**config.mk**
```make
export PLATFORM = sky130hd
export DESIGN_NAME = pfla_ram
export DESIGN_NICKNAME = d
export VERILOG_FILES = /design/src/rtl/pfla_ram.sv
export SDC_FILE = /design/constraint.sdc
export NUM_CORES = 1
export LEC_CHECK = 0
export BUFFER_PORTS_ARGS = -buffer_cell sky130_fd_sc_hd__buf_4
export CAP_MARGIN = 20
export CORE_AREA = 2 2 97 99
export DETAILED_ROUTE_END_ITERATION = 7
export DIE_AREA = 0 0 99 101
export GPL_TIMING_DRIVEN = 0
export PLACE_DENSITY = 0.77
export REMOVE_ABC_BUFFERS = 1
export SLEW_MARGIN = 20
export SYNTH_ARGS = -nofsm -noshare
export SYNTH_HDL_FRONTEND = slang
export SYNTH_SLANG_ARGS = --single-unit
export TNS_END_PERCENT = 50
```
**constraint.sdc**
```tcl
create_clock -name clk -period 2.22 [get_ports clk]
set_input_delay 0.111 -clock clk [delete_from_list [all_inputs] [get_ports clk]]
set_output_delay 0.111 -clock clk [all_outputs]
set_load 0.03 [all_outputs]
```
**src/rtl/pfla_ram.sv**
```systemverilog
`timescale 1ns / 1ps

module pfla_ram #(
	parameter int DW    = 8,
	parameter int DEPTH = 16,
	parameter int AW    = (DEPTH > 1) ? $clog2(DEPTH) : 1
) (
	input  logic          clk,
	input  logic          we,
	input  logic [AW-1:0] waddr,
	input  logic [DW-1:0] wdata,
	input  logic          re,
	input  logic [AW-1:0] raddr,
	output logic [DW-1:0] rdata
);

	logic [DW-1:0] mem [DEPTH];
	logic [DW-1:0] rdata_q;

	always_ff @(posedge clk) begin
		if (we) begin
			mem[waddr] <= wdata;
		end
	end

	always_ff @(posedge clk) begin
		if (re) begin
			rdata_q <= mem[raddr];
		end
	end

	assign rdata = rdata_q;

endmodule

```
==> results.md <==
- Clk pin slew, worst setup/hold paths: 0.06 ns
- DP Worst Slack: 0.2320 ns
- Number of port buffers: 26
- CP Capture Type: register
- Status: finished, final reports clean
- Min Tclk post-route: 1.574 ns
- Vias in the first global route: around 2500
- Initial Utilization: 0.5823
- CTS H-tree depth: 4
- 1st-iter DRT viols: 153
- Layout cells sized above 1: 0.2674
- Final setup viols: 0
- Drt drc: 0
- Mapped Cells: approximately 230
- CP Launch Type: register
- Total track usage: 0.2100
- Worst vdd ir: 0.0006613 V
- Static leakage: around 2.1 nW
- RePlAce Congestion: a little over 0.7
- Max_cap viols: 0
- Syn-to-layout area delta: 18.76%
- Post_cts resized: 0
- Clock tree buffer depth: 2
- DPL Wire Length: between 5 and 6 mm
- Avg WL per Cell: 23.43 microns
- ANT nets after route: 0
- Pin count of the biggest net entering global routing: 33
- DIE AREA: between 0.009 and 0.01 sq mm
- Global route total overflow: 0
- CTS tree: done
- Die width: 99 microns
- Max Fclk: between 600 and 700 MHz
- Crit path DAT: 1.81 ns
- Count of different cell masters after synthesis: 18
- Seq cells post-synth: roughly 140
- Via density: 5.992
- Syn_area_per_cell: 22.83 sq um
- RSZ-0062 raised after global routing: no
- WS Path Type: register to register
- Area of the multi-input gates: roughly 0.0011 sq mm
- Final Skew: 0.008333 ns
- Post-CTS Setup Repair Bufs: 0
- Root Buffer: clkbuf_8
- Power, Total: ~6 mW
- Core Box Area: 0.008977 sq mm
- Max FO, Critical Path: 1
- CTS Buf Count: 17
- Yosys Warn Count: 0
- Hold_buf cts: 11
- Fin crit share: 0.7092
- Via count: ~2400
- Setup tns final: 0 ns
- Hold Crit Class: primary input to register
- Ports: 27
- Worst Hold Slack: ~0.057 ns
- Final WL: a little over 9 mm
- Clock latency on the worst-skew pair: 0.51 ns
- Drt pass-1 iters: 4
- Worst setup margin: 0.6456 ns
- First-pass GRT wire length: 14.52 mm
- Slew Viols, Final: 0
- Nets: about 300
- Clock sink total: 136
- Filler cell count: 526
- Site Rows: 35
- Initial antenna violation count: 0
- FF+latch area: between 0.004 and 0.005 sq mm
- Register area share after synthesis: 0.7812
- Max_slew headroom: 0.3762
- Final Hold Vio Count: 0
- Worst slew pin tran: 0.9322 ns
- CP required: between 2 and 2.5 ns
- Die Y: between 100 and 150 microns
- # diodes: 0
- PwrDens: about 970 mW/mm^2
- Area of the mapped netlist: 0.005228 sq mm
-- Yosys cell counts --
cell type / count / area, sq um
nor2_1: 13 / 48.80
nand3_1: 1 / 5.000
nand2b_1: 2 / 12.51
nor3_1: 4 / 20.02
mux4_2: 18 / 405.4
buf_4: 1 / 7.510
and2b_1: 1 / 7.510
buf_2: 3 / 15.01
nand3b_1: 2 / 15.01
clkdlybuf4s25_2: 3 / 30.03
nor2b_1: 1 / 6.260
mux4_1: 14 / 367.9
nand2_1: 9 / 33.78
or3b_2: 1 / 8.760
buf_6: 3 / 33.78
edfxtp_1: 136 / 4084
a22oi_1: 16 / 120.1
and2_1: 1 / 6.260
-- cell usage in the layout, fill, tap and decap left out --
cell,Yosys,routed
edfxtp_1,136,136
buf_4,1,27
mux4_2,18,18
a22oi_1,16,16
clkbuf_16,0,16
mux4_1,14,14
nor2_1,13,13
dlygate4sd3_1,0,11
nand2_1,9,9
nor3_2,0,4
bufinv_16,0,4
clkinv_1,0,3
nand3b_1,2,2
nand2b_1,2,2
clkinvlp_4,0,2
inv_6,0,2
nor2b_1,1,1
and2_1,1,1
and2b_1,1,1
nand3_1,1,1
or3b_2,1,1
clkbuf_8,0,1
clkbuf_1,0,1
clkinv_2,0,1
clkinv_4,0,1
-- layer usage --
metal / GRT usage / routed length [microns] / vias up / part of all wire
li1: - / - / 1075 / -
met1: 0.2925 / 3848 / 1225 / 0.41
met2: 0.3259 / 4808 / 83 / 0.51
met3: 0.05756 / 602 / 8 / 0.064
met4: 0.07692 / 88 / 0 / 0.0094
met5: 0 / 0 / - / 0
-- layout make-up --
cell class                      count  share of cell area
Tap cell                          111             0.02237
Multi-Input combinational cell     83              0.1735
Clock buffer                       18             0.06731
Timing Repair Buffer               38             0.05038
Sequential cell                   136              0.6578
Clock inverter                     13             0.02862
-- per-stage QoR --
step	instances	instance area (sq um)	utilization
6_report	399	6208	0.6916
4_1_cts	399	6208	0.6916
3_5_place_dp	357	5503	0.6130
5_1_grt	399	6208	0.6916
2_1_floorplan	219	5141	-
3_3_place_gp	356	5475	0.6099
-- worst paths after layout --
path,slack [ns],cells after the start,end,start
max,0.65,3,rdata[3],mem[1][3]
min,0.06,2,mem[4][5],waddr[1]
max reg2reg,0.65,3,rdata[3],mem[1][3]
min reg2reg,0.75,3,rdata[7],mem[14][7]
-- logic make-up (layout without fill, tap and decap cells) --
kind of cell / count (synthesis) / after routing / synth area share
buffers and inverters: 10 / 69 / 0.01651
muxes: 32 / 32 / 0.1479
and+or+nand+nor: 35 / 35 / 0.03136
AOI/OAI and AO/OA: 16 / 16 / 0.02298
DFF: 136 / 136 / 0.7812
-- worst max-delay path: stages, from the launching register on --
cell      delay (ns)
edfxtp_1        0.36
mux4_1          0.52
a22oi_1         0.27
nand2_1         0.15
-- registers in the layout (all words and copies together), names as in the netlist --
name,cells
mem,128
rdata,8
-- report_power, final --
part	leakage (nW)	switching, mW	internal [mW]
Combinational	0.554	0.173	0.128
Clock	0.284	0.992	1.81
Sequential	1.24	0.0136	2.89
Power figures use the tool's default switching activity.
